==> src/design/plsi_pkg.sv <==
`timescale 1ns / 1ps
`default_nettype none
// ----------------------------------------------------------------------------
// plsi_pkg
// Shared widths, codes and beat types of the piecewise linear size
// interpolator.
// ----------------------------------------------------------------------------
package plsi_pkg;

    localparam int MAX_ENTRIES = 16;
    localparam int IDX_BITS    = 4;
    localparam int CNT_BITS    = 5;
    localparam int VALUE_BITS  = 32;
    localparam int SIZE_BITS   = 10;
    localparam int HALF_BITS   = SIZE_BITS - 1;
    localparam int SQ_BITS     = 2 * HALF_BITS;
    localparam int PROD_BITS   = VALUE_BITS + SQ_BITS;
    localparam int NUM_BITS    = PROD_BITS + 3;
    localparam int QUO_BITS    = SQ_BITS + 2;
    localparam int ADDR_BITS   = 4;

    // Opcodes of an input beat.
    localparam logic OP_LOAD  = 1'b0;
    localparam logic OP_QUERY = 1'b1;

    // Configuration register indexes.
    localparam logic [1:0] REG_MODE  = 2'd0;
    localparam logic [1:0] REG_KIND  = 2'd1;
    localparam logic [1:0] REG_COUNT = 2'd2;

    // Result status codes.
    localparam logic ST_OK    = 1'b0;
    localparam logic ST_EMPTY = 1'b1;

    typedef struct packed {
        logic                         opcode;
        logic [IDX_BITS-1:0]          entry_index;
        logic signed [VALUE_BITS-1:0] break_value;
        logic [SIZE_BITS-1:0]         break_size;
        logic signed [VALUE_BITS-1:0] query_value;
    } cmd_t;

    typedef struct packed {
        logic [SIZE_BITS-1:0] out_size;
        logic                 status;
    } rsp_t;

    // Table write request.
    typedef struct packed {
        logic                  en;
        logic [IDX_BITS-1:0]   addr;
        logic [VALUE_BITS-1:0] value;
        logic [SIZE_BITS-1:0]  size;
    } tbl_wr_t;

    // Divide and root request.
    typedef struct packed {
        logic start;
        logic do_sqrt;
    } ds_req_t;

endpackage : plsi_pkg
`default_nettype wire

==> src/design/plsi_table.sv <==
`timescale 1ns / 1ps
`default_nettype none
// ----------------------------------------------------------------------------
// plsi_table
// Breakpoint memory: one write port and one registered read port.
// ----------------------------------------------------------------------------
module plsi_table (
    input  wire                            clk,
    input  wire plsi_pkg::tbl_wr_t         wr,
    input  wire [plsi_pkg::IDX_BITS-1:0]   rd_addr,
    output logic [plsi_pkg::VALUE_BITS-1:0] rd_value,
    output logic [plsi_pkg::SIZE_BITS-1:0]  rd_size
);
    import plsi_pkg::*;

    logic [VALUE_BITS-1:0] value_mem [MAX_ENTRIES];
    logic [SIZE_BITS-1:0]  size_mem  [MAX_ENTRIES];

    // Write port.
    always_ff @(posedge clk)
    begin
        if (wr.en)
        begin
            value_mem[wr.addr] <= wr.value;
            size_mem[wr.addr]  <= wr.size;
        end
    end

    // Registered read port: data follow the address in the next cycle.
    always_ff @(posedge clk)
    begin
        rd_value <= value_mem[rd_addr];
        rd_size  <= size_mem[rd_addr];
    end

endmodule : plsi_table
`default_nettype wire

==> src/design/plsi_divsqrt.sv <==
`timescale 1ns / 1ps
`default_nettype none
// ----------------------------------------------------------------------------
// plsi_divsqrt
// Bit-serial restoring divider followed by an optional digit-by-digit
// integer square root of the quotient.
// ----------------------------------------------------------------------------
module plsi_divsqrt (
    input  wire                             clk,
    input  wire                             rst_n,
    input  wire plsi_pkg::ds_req_t          req,
    input  wire [plsi_pkg::NUM_BITS-1:0]    numer,
    input  wire [plsi_pkg::VALUE_BITS-1:0]  denom,
    output logic                            done,
    output logic [plsi_pkg::SIZE_BITS-1:0]  result
);
    import plsi_pkg::*;

    localparam logic [1:0] PH_IDLE = 2'd0;
    localparam logic [1:0] PH_DIV  = 2'd1;
    localparam logic [1:0] PH_SQRT = 2'd2;
    localparam int STEP_BITS = $clog2(NUM_BITS + 1);
    localparam logic [QUO_BITS-1:0] BIT_TOP = QUO_BITS'(1) << (QUO_BITS - 2);

    logic [1:0]            phase_reg, phase_next;
    logic [STEP_BITS-1:0]  step_reg, step_next;
    logic                  sqrt_reg, sqrt_next;
    logic [NUM_BITS-1:0]   num_reg, num_next;
    logic [VALUE_BITS-1:0] dv_reg, dv_next;
    logic [VALUE_BITS-1:0] rem_reg, rem_next;
    logic [QUO_BITS-1:0]   quo_reg, quo_next;
    logic [QUO_BITS-1:0]   root_reg, root_next;
    logic [QUO_BITS-1:0]   bit_reg, bit_next;
    logic                  done_reg, done_next;
    logic [VALUE_BITS:0]   trial;
    logic [QUO_BITS-1:0]   rb;

    assign trial = {rem_reg, num_reg[NUM_BITS-1]};
    assign rb    = root_reg + bit_reg;

    // One quotient bit or one root digit per cycle.
    always_comb
    begin
        phase_next = phase_reg;
        step_next  = step_reg;
        sqrt_next  = sqrt_reg;
        num_next   = num_reg;
        dv_next    = dv_reg;
        rem_next   = rem_reg;
        quo_next   = quo_reg;
        root_next  = root_reg;
        bit_next   = bit_reg;
        done_next  = 1'b0;
        unique case (phase_reg)
            PH_IDLE:
            begin
                if (req.start)
                begin
                    phase_next = PH_DIV;
                    step_next  = STEP_BITS'(NUM_BITS);
                    sqrt_next  = req.do_sqrt;
                    num_next   = numer;
                    dv_next    = denom;
                    rem_next   = '0;
                    quo_next   = '0;
                end
            end
            PH_DIV:
            begin
                num_next = {num_reg[NUM_BITS-2:0], 1'b0};
                if (trial >= {1'b0, dv_reg})
                begin
                    rem_next = VALUE_BITS'(trial - {1'b0, dv_reg});
                    quo_next = {quo_reg[QUO_BITS-2:0], 1'b1};
                end
                else
                begin
                    rem_next = trial[VALUE_BITS-1:0];
                    quo_next = {quo_reg[QUO_BITS-2:0], 1'b0};
                end
                step_next = step_reg - 1'b1;
                if (step_reg == STEP_BITS'(1))
                begin
                    if (sqrt_reg)
                    begin
                        phase_next = PH_SQRT;
                        root_next  = '0;
                        bit_next   = BIT_TOP;
                    end
                    else
                    begin
                        phase_next = PH_IDLE;
                        done_next  = 1'b1;
                    end
                end
            end
            PH_SQRT:
            begin
                if (quo_reg >= rb)
                begin
                    quo_next  = quo_reg - rb;
                    root_next = (root_reg >> 1) + bit_reg;
                end
                else
                begin
                    root_next = root_reg >> 1;
                end
                bit_next = bit_reg >> 2;
                if (bit_reg[0])
                begin
                    phase_next = PH_IDLE;
                    done_next  = 1'b1;
                end
            end
            default:
            begin
                phase_next = PH_IDLE;
            end
        endcase
    end

    always_ff @(posedge clk or negedge rst_n)
    begin
        if (!rst_n)
        begin
            phase_reg <= PH_IDLE;
            done_reg  <= 1'b0;
        end
        else
        begin
            phase_reg <= phase_next;
            done_reg  <= done_next;
        end
    end

    always_ff @(posedge clk)
    begin
        step_reg <= step_next;
        sqrt_reg <= sqrt_next;
        num_reg  <= num_next;
        dv_reg   <= dv_next;
        rem_reg  <= rem_next;
        quo_reg  <= quo_next;
        root_reg <= root_next;
        bit_reg  <= bit_next;
    end

    assign done   = done_reg;
    assign result = sqrt_reg ? root_reg[SIZE_BITS-1:0] : quo_reg[SIZE_BITS-1:0];

`ifndef ASSERT_OFF
    a_start_idle: assert property (@(posedge clk) disable iff (!rst_n)
        req.start |-> phase_reg == PH_IDLE)
        else $error("divider started while running");
    a_done_after_work: assert property (@(posedge clk) disable iff (!rst_n)
        done |-> $past(phase_reg) != PH_IDLE)
        else $error("divider done without work");
    a_step_bounded: assert property (@(posedge clk) disable iff (!rst_n)
        phase_reg == PH_DIV |-> step_reg != '0)
        else $error("divider step count underflow");
`endif

endmodule : plsi_divsqrt
`default_nettype wire

==> src/design/piecewise_linear_size_interpolator_core.sv <==
`timescale 1ns / 1ps
`default_nettype none
// ----------------------------------------------------------------------------
// piecewise_linear_size_interpolator_core
// Breakpoint table with sequential scan and linear or area interpolation,
// or a step lookup when mode is zero.
// Channel   Signals                          Handshake
// command   start, busy, cmd                 beat taken when start && !busy
// result    rsp_valid, rsp                   one-cycle strobe, never stalled
// config    psel, penable, pwrite, paddr,    APB, pready always high
//           pwdata, prdata, pready
//
// A load is written to the table when accepted. A query scans the table
// entry by entry (memory read, then compare), then for an interpolation
// multiplies twice and runs the bit-serial divide and, for diameters, the
// square root. An empty table answers without a scan. Reset idles the
// control, sets mode to one and kind and count to zero; the table is undefined
// until loaded. The result side cannot stall, so busy is the only back-pressure.
// ----------------------------------------------------------------------------
module piecewise_linear_size_interpolator_core (
    input  wire                             clk,
    input  wire                             rst_n,
    input  wire                             start,
    output logic                            busy,
    input  wire plsi_pkg::cmd_t             cmd,
    output logic                            rsp_valid,
    output plsi_pkg::rsp_t                  rsp,
    input  wire                             psel,
    input  wire                             penable,
    input  wire                             pwrite,
    input  wire [plsi_pkg::ADDR_BITS-1:0]   paddr,
    input  wire [31:0]                      pwdata,
    output logic [31:0]                     prdata,
    output logic                            pready
);
    import plsi_pkg::*;

    localparam logic [2:0] S_IDLE   = 3'd0;
    localparam logic [2:0] S_RD     = 3'd1;
    localparam logic [2:0] S_CMP    = 3'd2;
    localparam logic [2:0] S_MUL1   = 3'd3;
    localparam logic [2:0] S_MUL2   = 3'd4;
    localparam logic [2:0] S_DSTART = 3'd5;
    localparam logic [2:0] S_DWAIT  = 3'd6;
    localparam logic [VALUE_BITS-1:0] SIGN_BIT = VALUE_BITS'(1) << (VALUE_BITS - 1);

    logic [2:0]            state_reg, state_next;
    logic                  mode_reg, kind_reg;
    logic [CNT_BITS-1:0]   count_reg;
    logic [CNT_BITS-1:0]   cnt_eff;
    logic [IDX_BITS-1:0]   idx_reg, idx_next, last_idx;
    logic [VALUE_BITS-1:0] q_reg, q_next;
    logic [VALUE_BITS-1:0] prev_v_reg, prev_v_next;
    logic [SIZE_BITS-1:0]  prev_s_reg, prev_s_next;
    logic [VALUE_BITS-1:0] a_reg, a_next, b_reg, b_next, dv_reg, dv_next;
    logic [SQ_BITS-1:0]    ma_reg, ma_next, mb_reg, mb_next;
    logic [PROD_BITS-1:0]  prod_reg, prod_next, acc_reg, acc_next;
    logic                  rsp_valid_reg, rsp_valid_next;
    rsp_t                  rsp_reg, rsp_next;
    logic [VALUE_BITS-1:0] rd_value, upper_v;
    logic [SIZE_BITS-1:0]  rd_size;
    logic [HALF_BITS-1:0]  hu, hl;
    logic [PROD_BITS:0]    sum;
    logic [NUM_BITS-1:0]   numer;
    logic                  accept, cfg_wr;
    tbl_wr_t               tbl_wr;
    ds_req_t               ds_req;
    logic                  ds_done;
    logic [SIZE_BITS-1:0]  ds_result;

    assign accept = start && !busy;
    assign cfg_wr = psel && penable && pwrite && pready;

    // Configuration registers.
    always_ff @(posedge clk or negedge rst_n)
    begin
        if (!rst_n)
        begin
            mode_reg  <= 1'b1;
            kind_reg  <= 1'b0;
            count_reg <= '0;
        end
        else if (cfg_wr)
        begin
            unique case (paddr[3:2])
                REG_MODE:  mode_reg  <= pwdata[0];
                REG_KIND:  kind_reg  <= pwdata[0];
                REG_COUNT: count_reg <= pwdata[CNT_BITS-1:0];
                default:   ;
            endcase
        end
    end

    // Register readback.
    always_comb
    begin
        unique case (paddr[3:2])
            REG_MODE:  prdata = {31'd0, mode_reg};
            REG_KIND:  prdata = {31'd0, kind_reg};
            REG_COUNT: prdata = {27'd0, count_reg};
            default:   prdata = '0;
        endcase
    end
    assign pready = 1'b1;

    assign cnt_eff  = (count_reg > CNT_BITS'(MAX_ENTRIES)) ? CNT_BITS'(MAX_ENTRIES)
                                                           : count_reg;
    assign last_idx = IDX_BITS'(cnt_eff - 1'b1);

    // Load beats go straight into the table.
    assign tbl_wr.en    = accept && (cmd.opcode == OP_LOAD);
    assign tbl_wr.addr  = cmd.entry_index;
    assign tbl_wr.value = cmd.break_value;
    assign tbl_wr.size  = cmd.break_size;

    plsi_table u_table (
        .clk      (clk),
        .wr       (tbl_wr),
        .rd_addr  (idx_reg),
        .rd_value (rd_value),
        .rd_size  (rd_size)
    );

    assign upper_v = rd_value ^ SIGN_BIT;
    assign hu      = rd_size[SIZE_BITS-1:1];
    assign hl      = prev_s_reg[SIZE_BITS-1:1];

    // Weighted sum, scaled by four for the area form.
    assign sum   = {1'b0, acc_reg} + {1'b0, prod_reg};
    assign numer = kind_reg ? {sum, 2'b00} : NUM_BITS'(sum);

    assign ds_req.start   = (state_reg == S_DSTART);
    assign ds_req.do_sqrt = kind_reg;

    plsi_divsqrt u_divsqrt (
        .clk    (clk),
        .rst_n  (rst_n),
        .req    (ds_req),
        .numer  (numer),
        .denom  (dv_reg),
        .done   (ds_done),
        .result (ds_result)
    );

    // Query sequencer.
    always_comb
    begin
        state_next     = state_reg;
        idx_next       = idx_reg;
        q_next         = q_reg;
        prev_v_next    = prev_v_reg;
        prev_s_next    = prev_s_reg;
        a_next         = a_reg;
        b_next         = b_reg;
        dv_next        = dv_reg;
        ma_next        = ma_reg;
        mb_next        = mb_reg;
        prod_next      = prod_reg;
        acc_next       = acc_reg;
        rsp_valid_next = 1'b0;
        rsp_next       = rsp_reg;
        unique case (state_reg)
            S_IDLE:
            begin
                if (accept && cmd.opcode == OP_QUERY)
                begin
                    if (cnt_eff == '0)
                    begin
                        rsp_valid_next    = 1'b1;
                        rsp_next.out_size = '0;
                        rsp_next.status   = ST_EMPTY;
                    end
                    else
                    begin
                        q_next     = cmd.query_value ^ SIGN_BIT;
                        idx_next   = '0;
                        state_next = S_RD;
                    end
                end
            end
            S_RD:
            begin
                state_next = S_CMP;
            end
            S_CMP:
            begin
                rsp_next.status = ST_OK;
                if (q_reg < upper_v)
                begin
                    if (idx_reg == '0 || !mode_reg || q_reg <= prev_v_reg)
                    begin
                        rsp_valid_next    = 1'b1;
                        rsp_next.out_size = (idx_reg == '0) ? rd_size : prev_s_reg;
                        state_next        = S_IDLE;
                    end
                    else
                    begin
                        a_next     = q_reg - prev_v_reg;
                        b_next     = upper_v - q_reg;
                        dv_next    = upper_v - prev_v_reg;
                        ma_next    = kind_reg ? hu * hu : SQ_BITS'(rd_size);
                        mb_next    = kind_reg ? hl * hl : SQ_BITS'(prev_s_reg);
                        state_next = S_MUL1;
                    end
                end
                else
                begin
                    prev_v_next = upper_v;
                    prev_s_next = rd_size;
                    if (idx_reg == last_idx)
                    begin
                        rsp_valid_next    = 1'b1;
                        rsp_next.out_size = rd_size;
                        state_next        = S_IDLE;
                    end
                    else
                    begin
                        idx_next   = idx_reg + 1'b1;
                        state_next = S_RD;
                    end
                end
            end
            S_MUL1:
            begin
                prod_next  = a_reg * ma_reg;
                state_next = S_MUL2;
            end
            S_MUL2:
            begin
                acc_next   = prod_reg;
                prod_next  = b_reg * mb_reg;
                state_next = S_DSTART;
            end
            S_DSTART:
            begin
                state_next = S_DWAIT;
            end
            S_DWAIT:
            begin
                if (ds_done)
                begin
                    rsp_valid_next    = 1'b1;
                    rsp_next.out_size = ds_result;
                    rsp_next.status   = ST_OK;
                    state_next        = S_IDLE;
                end
            end
            default:
            begin
                state_next = S_IDLE;
            end
        endcase
    end

    always_ff @(posedge clk or negedge rst_n)
    begin
        if (!rst_n)
        begin
            state_reg     <= S_IDLE;
            rsp_valid_reg <= 1'b0;
            idx_reg       <= '0;
        end
        else
        begin
            state_reg     <= state_next;
            rsp_valid_reg <= rsp_valid_next;
            idx_reg       <= idx_next;
        end
    end

    always_ff @(posedge clk)
    begin
        q_reg      <= q_next;
        prev_v_reg <= prev_v_next;
        prev_s_reg <= prev_s_next;
        a_reg      <= a_next;
        b_reg      <= b_next;
        dv_reg     <= dv_next;
        ma_reg     <= ma_next;
        mb_reg     <= mb_next;
        prod_reg   <= prod_next;
        acc_reg    <= acc_next;
        rsp_reg    <= rsp_next;
    end

    assign busy      = (state_reg != S_IDLE);
    assign rsp_valid = rsp_valid_reg;
    assign rsp       = rsp_reg;

`ifndef ASSERT_OFF
    a_empty_zero: assert property (@(posedge clk) disable iff (!rst_n)
        rsp_valid && rsp.status == ST_EMPTY |-> rsp.out_size == '0)
        else $error("empty-table result with nonzero size");
    a_load_no_busy: assert property (@(posedge clk) disable iff (!rst_n)
        start && !busy && cmd.opcode == OP_LOAD |=> !busy && !rsp_valid)
        else $error("load produced work or a result");
    a_scan_in_range: assert property (@(posedge clk) disable iff (!rst_n)
        state_reg == S_CMP |-> idx_reg <= last_idx)
        else $error("scan beyond entries in use");
    a_div_done_wait: assert property (@(posedge clk) disable iff (!rst_n)
        ds_done |-> state_reg == S_DWAIT)
        else $error("divider finished outside wait state");
`endif

endmodule : piecewise_linear_size_interpolator_core
`default_nettype wire
==> config.mk <==
export PLATFORM = sky130hd
export DESIGN_NAME = piecewise_linear_size_interpolator_core
export DESIGN_NICKNAME = d
export VERILOG_FILES = /design/src/design/plsi_pkg.sv /design/src/design/plsi_table.sv /design/src/design/plsi_divsqrt.sv /design/src/design/piecewise_linear_size_interpolator_core.sv
export SDC_FILE = /design/constraint.sdc
export NUM_CORES = 2
export LEC_CHECK = 0
export ABC_CLOCK_PERIOD_IN_PS = 25700
export BUFFER_PORTS_ARGS = -buffer_cell sky130_fd_sc_hd__buf_2
export CORE_MARGIN = 2
export CORE_UTILIZATION = 47
export DETAILED_ROUTE_END_ITERATION = 10
export MAX_ROUTING_LAYER = met4
export REMOVE_ABC_BUFFERS = 1
export SLEW_MARGIN = 20
export SYNTH_ARGS = -nofsm -noshare
export SYNTH_HDL_FRONTEND = slang
export SYNTH_HIERARCHICAL = 1
export SYNTH_SLANG_ARGS = --single-unit
==> constraint.sdc <==
create_clock -name clk -period 25.7 [get_ports clk]
set_input_delay 2.57 -clock clk [delete_from_list [all_inputs] [get_ports clk]]
set_output_delay 2.57 -clock clk [all_outputs]
set_load 0.1 [all_outputs]
==> flow_summary.ini <==
[route]
via_count = 64400
initialDrtViolationCount = 5032
drc = 0
ant_nets = 0
wirelength_mm = 257
vias_per_cell = 5.53
wl_per_cell_um = 22.0
first_pass_iters = 6

[setup_path]
critical_path_class = reg -> reg
end_kind = flip-flop
reg2reg_depth = 22
crit_required_ns = 26.14
worstPathMaxFanout = 18
critPathArrivalTime_ns = 8.34
cp-start-kind = flip-flop

[clocking]
clock-root-buffer = clkbuf_16
cts_buffer_depth = 3
cts-buffers-inserted = 134
path_clk_slew_ns = 0.06
cts.sinks = 1223
cts_post_setup_buffers_inserted = 0
clock_latency_ns = 0.79
cts.hold.buffers_added = 0
cts_tree = yes
ctsResizeCount = 0
htree_levels = 4

[outcome]
status = finished clean

[timing]
final_max_slew_viol_count = 0
final-hold-violation-count = 0
fmax_mhz = 127
worst_slew_pin_slew_ns = 1.15
rsz0062_at_grt = no
fin_crit_sh_pct = 30.7
relSlewSlack_pct = 23.2
min_period_ns = 7.89
setup_viol = 0
worst_clock_skew_ns = 0.0794
timing.setup.tns_ns = 0

[floorplanning]
start_util_pct = 47.3
die_w_um = 461
coreArea_um2 = 207000
row_count = 167
die_h_um = 461
io_pins = 167
dieArea_um2 = 212000

[synth]
netlist.area_leader.share_pct = 35.6
synthFlopType = edfxtp_1
ys_types = 112
synth-edff-count = 1163
synthTopCellsByCount = 1423 x inv_1, 1163 x edfxtp_1, 1115 x nand2_1, 1034 x fa_1, 543 x ha_1
synth_area_leaders = edfxtp_1 36%, fa_1 21%, ha_1 6.9%, inv_1 5.5%, nand2_1 4.3%
synth_most_common_cell = inv_1
avgSynthCellArea_um2 = 11.1
syn_inst = 8795
async_flop_share_pct = 1.47
ys_ff_latch = 1223
ys_warn_count = 6
yosysTopAreaCell = edfxtp_1
ys_seq_area_share_pct = 37.0
syn-cell-area_um2 = 98000

[min_path]
min_path_cells = 0
hold_path_class = reg -> reg

[cells_and_area]
nets = 10400
stdcell_count = 11700
drive_gt1_share_pct = 8.90
largest_reg_flops = 512
area_growth_pct = 7.94

[grt]
antenna_found_initial = 21
grt_pass1_wl_mm = 397
grt_pass1_vias = 67300
grt_usage_pct = 25.3
grt_max_degree = 99
gr-total-overflow = 0

[place]
port-buffer-count = 109
hpwl_mm = 183
place_inst = 11400
place.gp.congestion = 0.925

[run]
drv_cap = 0

[power_and_ir_drop]
power_density_nw_per_um2 = 125
peakVddDrop_mv = 0.164
power_leakage_nw = 45.0
## critical path, stage by stage, from the launching register on
cell       delay (ns)
edfxtp_1         0.83
and2_1           0.39
fa_1             0.53
inv_1            0.05
fa_1             0.47
fa_1             0.52
inv_1            0.06
fa_1             0.50
fa_1             0.50
inv_1            0.05
fa_1             0.48
inv_1            0.04
ha_1             0.37
a211o_1          0.31
a2111oi_0        0.49
a21boi_1         0.43
o221ai_2         0.23
a41oi_1          0.40
a21o_1           0.17
o21ai_1          0.09
a211o_1          0.29
xnor2_1          0.24
o21ai_0          0.12
## cell usage in the layout, fill, tap and decap left out, types with 134 or more instances in the layout
cell type / Yosys / layout
a21oi_1: 347 / 347
ha_1: 543 / 542
nand2_1: 1115 / 1114
a21o_1: 153 / 153
fa_1: 1034 / 1034
nor2_1: 242 / 227
xnor2_1: 194 / 194
and2_1: 510 / 508
inv_1: 1423 / 1421
clkbuf_16: 0 / 134
edfxtp_1: 1163 / 1163
o21ai_0: 203 / 203
mux4_2: 168 / 168
## per-stage QoR
stage | util, % | hold WS [ns] | cell area (um^2) | worst slack (ns) | power [mW]
after global placement | 48.9 | 0.403 | 101000 | 17.95 | 11.3
after detailed placement | 48.9 | 0.405 | 101000 | 17.85 | 11.3
after global routing | 51.1 | 0.426 | 106000 | 17.40 | 14.3
final | 51.1 | 0.418 | 106000 | 17.81 | 13.2
after CTS | 51.1 | 0.419 | 106000 | 17.78 | 13.3
after floorplan | - | 0.400 | 96100 | 11.61 | 8.89
## per-layer routing
layer  track usage [%]  routed length [um]  vias to the layer above  part of all wire (%)
met5                 -                   0                        -                     0
met1              32.5              108000                    33000                    42
li1                  -                   -                    29100                     -
met4              8.13                8830                        0                   3.4
met3              3.02               14000                      418                   5.4
met2              41.9              126000                     1888                    49
## cell type report
| cell class | instances | area [um^2] |
|---|---|---|
| Fill cell | 18100 | 101000 |
| Multi-Input combinational cell | 5735 | 54800 |
| Sequential cell | 1223 | 36200 |
| Inverter | 1426 | 5350 |
| Clock buffer | 159 | 3520 |
| Tap cell | 2788 | 3490 |
| Timing Repair Buffer | 225 | 1430 |
| Clock inverter | 81 | 940 |
| Antenna cell | 16 | 40.0 |
## logic make-up (layout without fill, tap and decap cells)
group | Yosys count | after routing | share of synthesized area (%)
mux | 305 | 305 | 5.39
simple gates | 2307 | 2307 | 11.2
other cells | 2 | 44 | 0.00767
fa+ha+maj | 1577 | 1577 | 28.1
buf+inv | 1863 | 1891 | 7.44
flops | 1223 | 1223 | 37.0
compound gates | 1198 | 1198 | 8.04
xor+xnor | 320 | 320 | 2.86
## path summary, 6_finish.rpt
check                                     start                             end  slack (ns)
min in group asynchronous                 rst_n        count_reg[3]$_DFFE_PN0P_        1.77
hold reg to reg            dv_reg[22]$_DFFE_PP_  u_divsqrt/dv_reg[22]$_DFFE_PP_        0.42
setup reg to reg             b_reg[9]$_DFFE_PP_          prod_reg[42]$_DFFE_PP_       17.81
hold / removal             dv_reg[22]$_DFFE_PP_  u_divsqrt/dv_reg[22]$_DFFE_PP_        0.42
setup / recovery             b_reg[9]$_DFFE_PP_          prod_reg[42]$_DFFE_PP_       17.81
max in group asynchronous                 rst_n          idx_reg[0]$_DFFE_PN0P_       23.47
## where the power goes
part / internal [mW] / leakage [nW] / switching [mW]
clock: 1.11 / 2.15 / 0.826
sequential: 2.75 / 11.2 / 0.258
combinational: 3.23 / 31.7 / 5.08
Power figures use the tool's default switching activity.
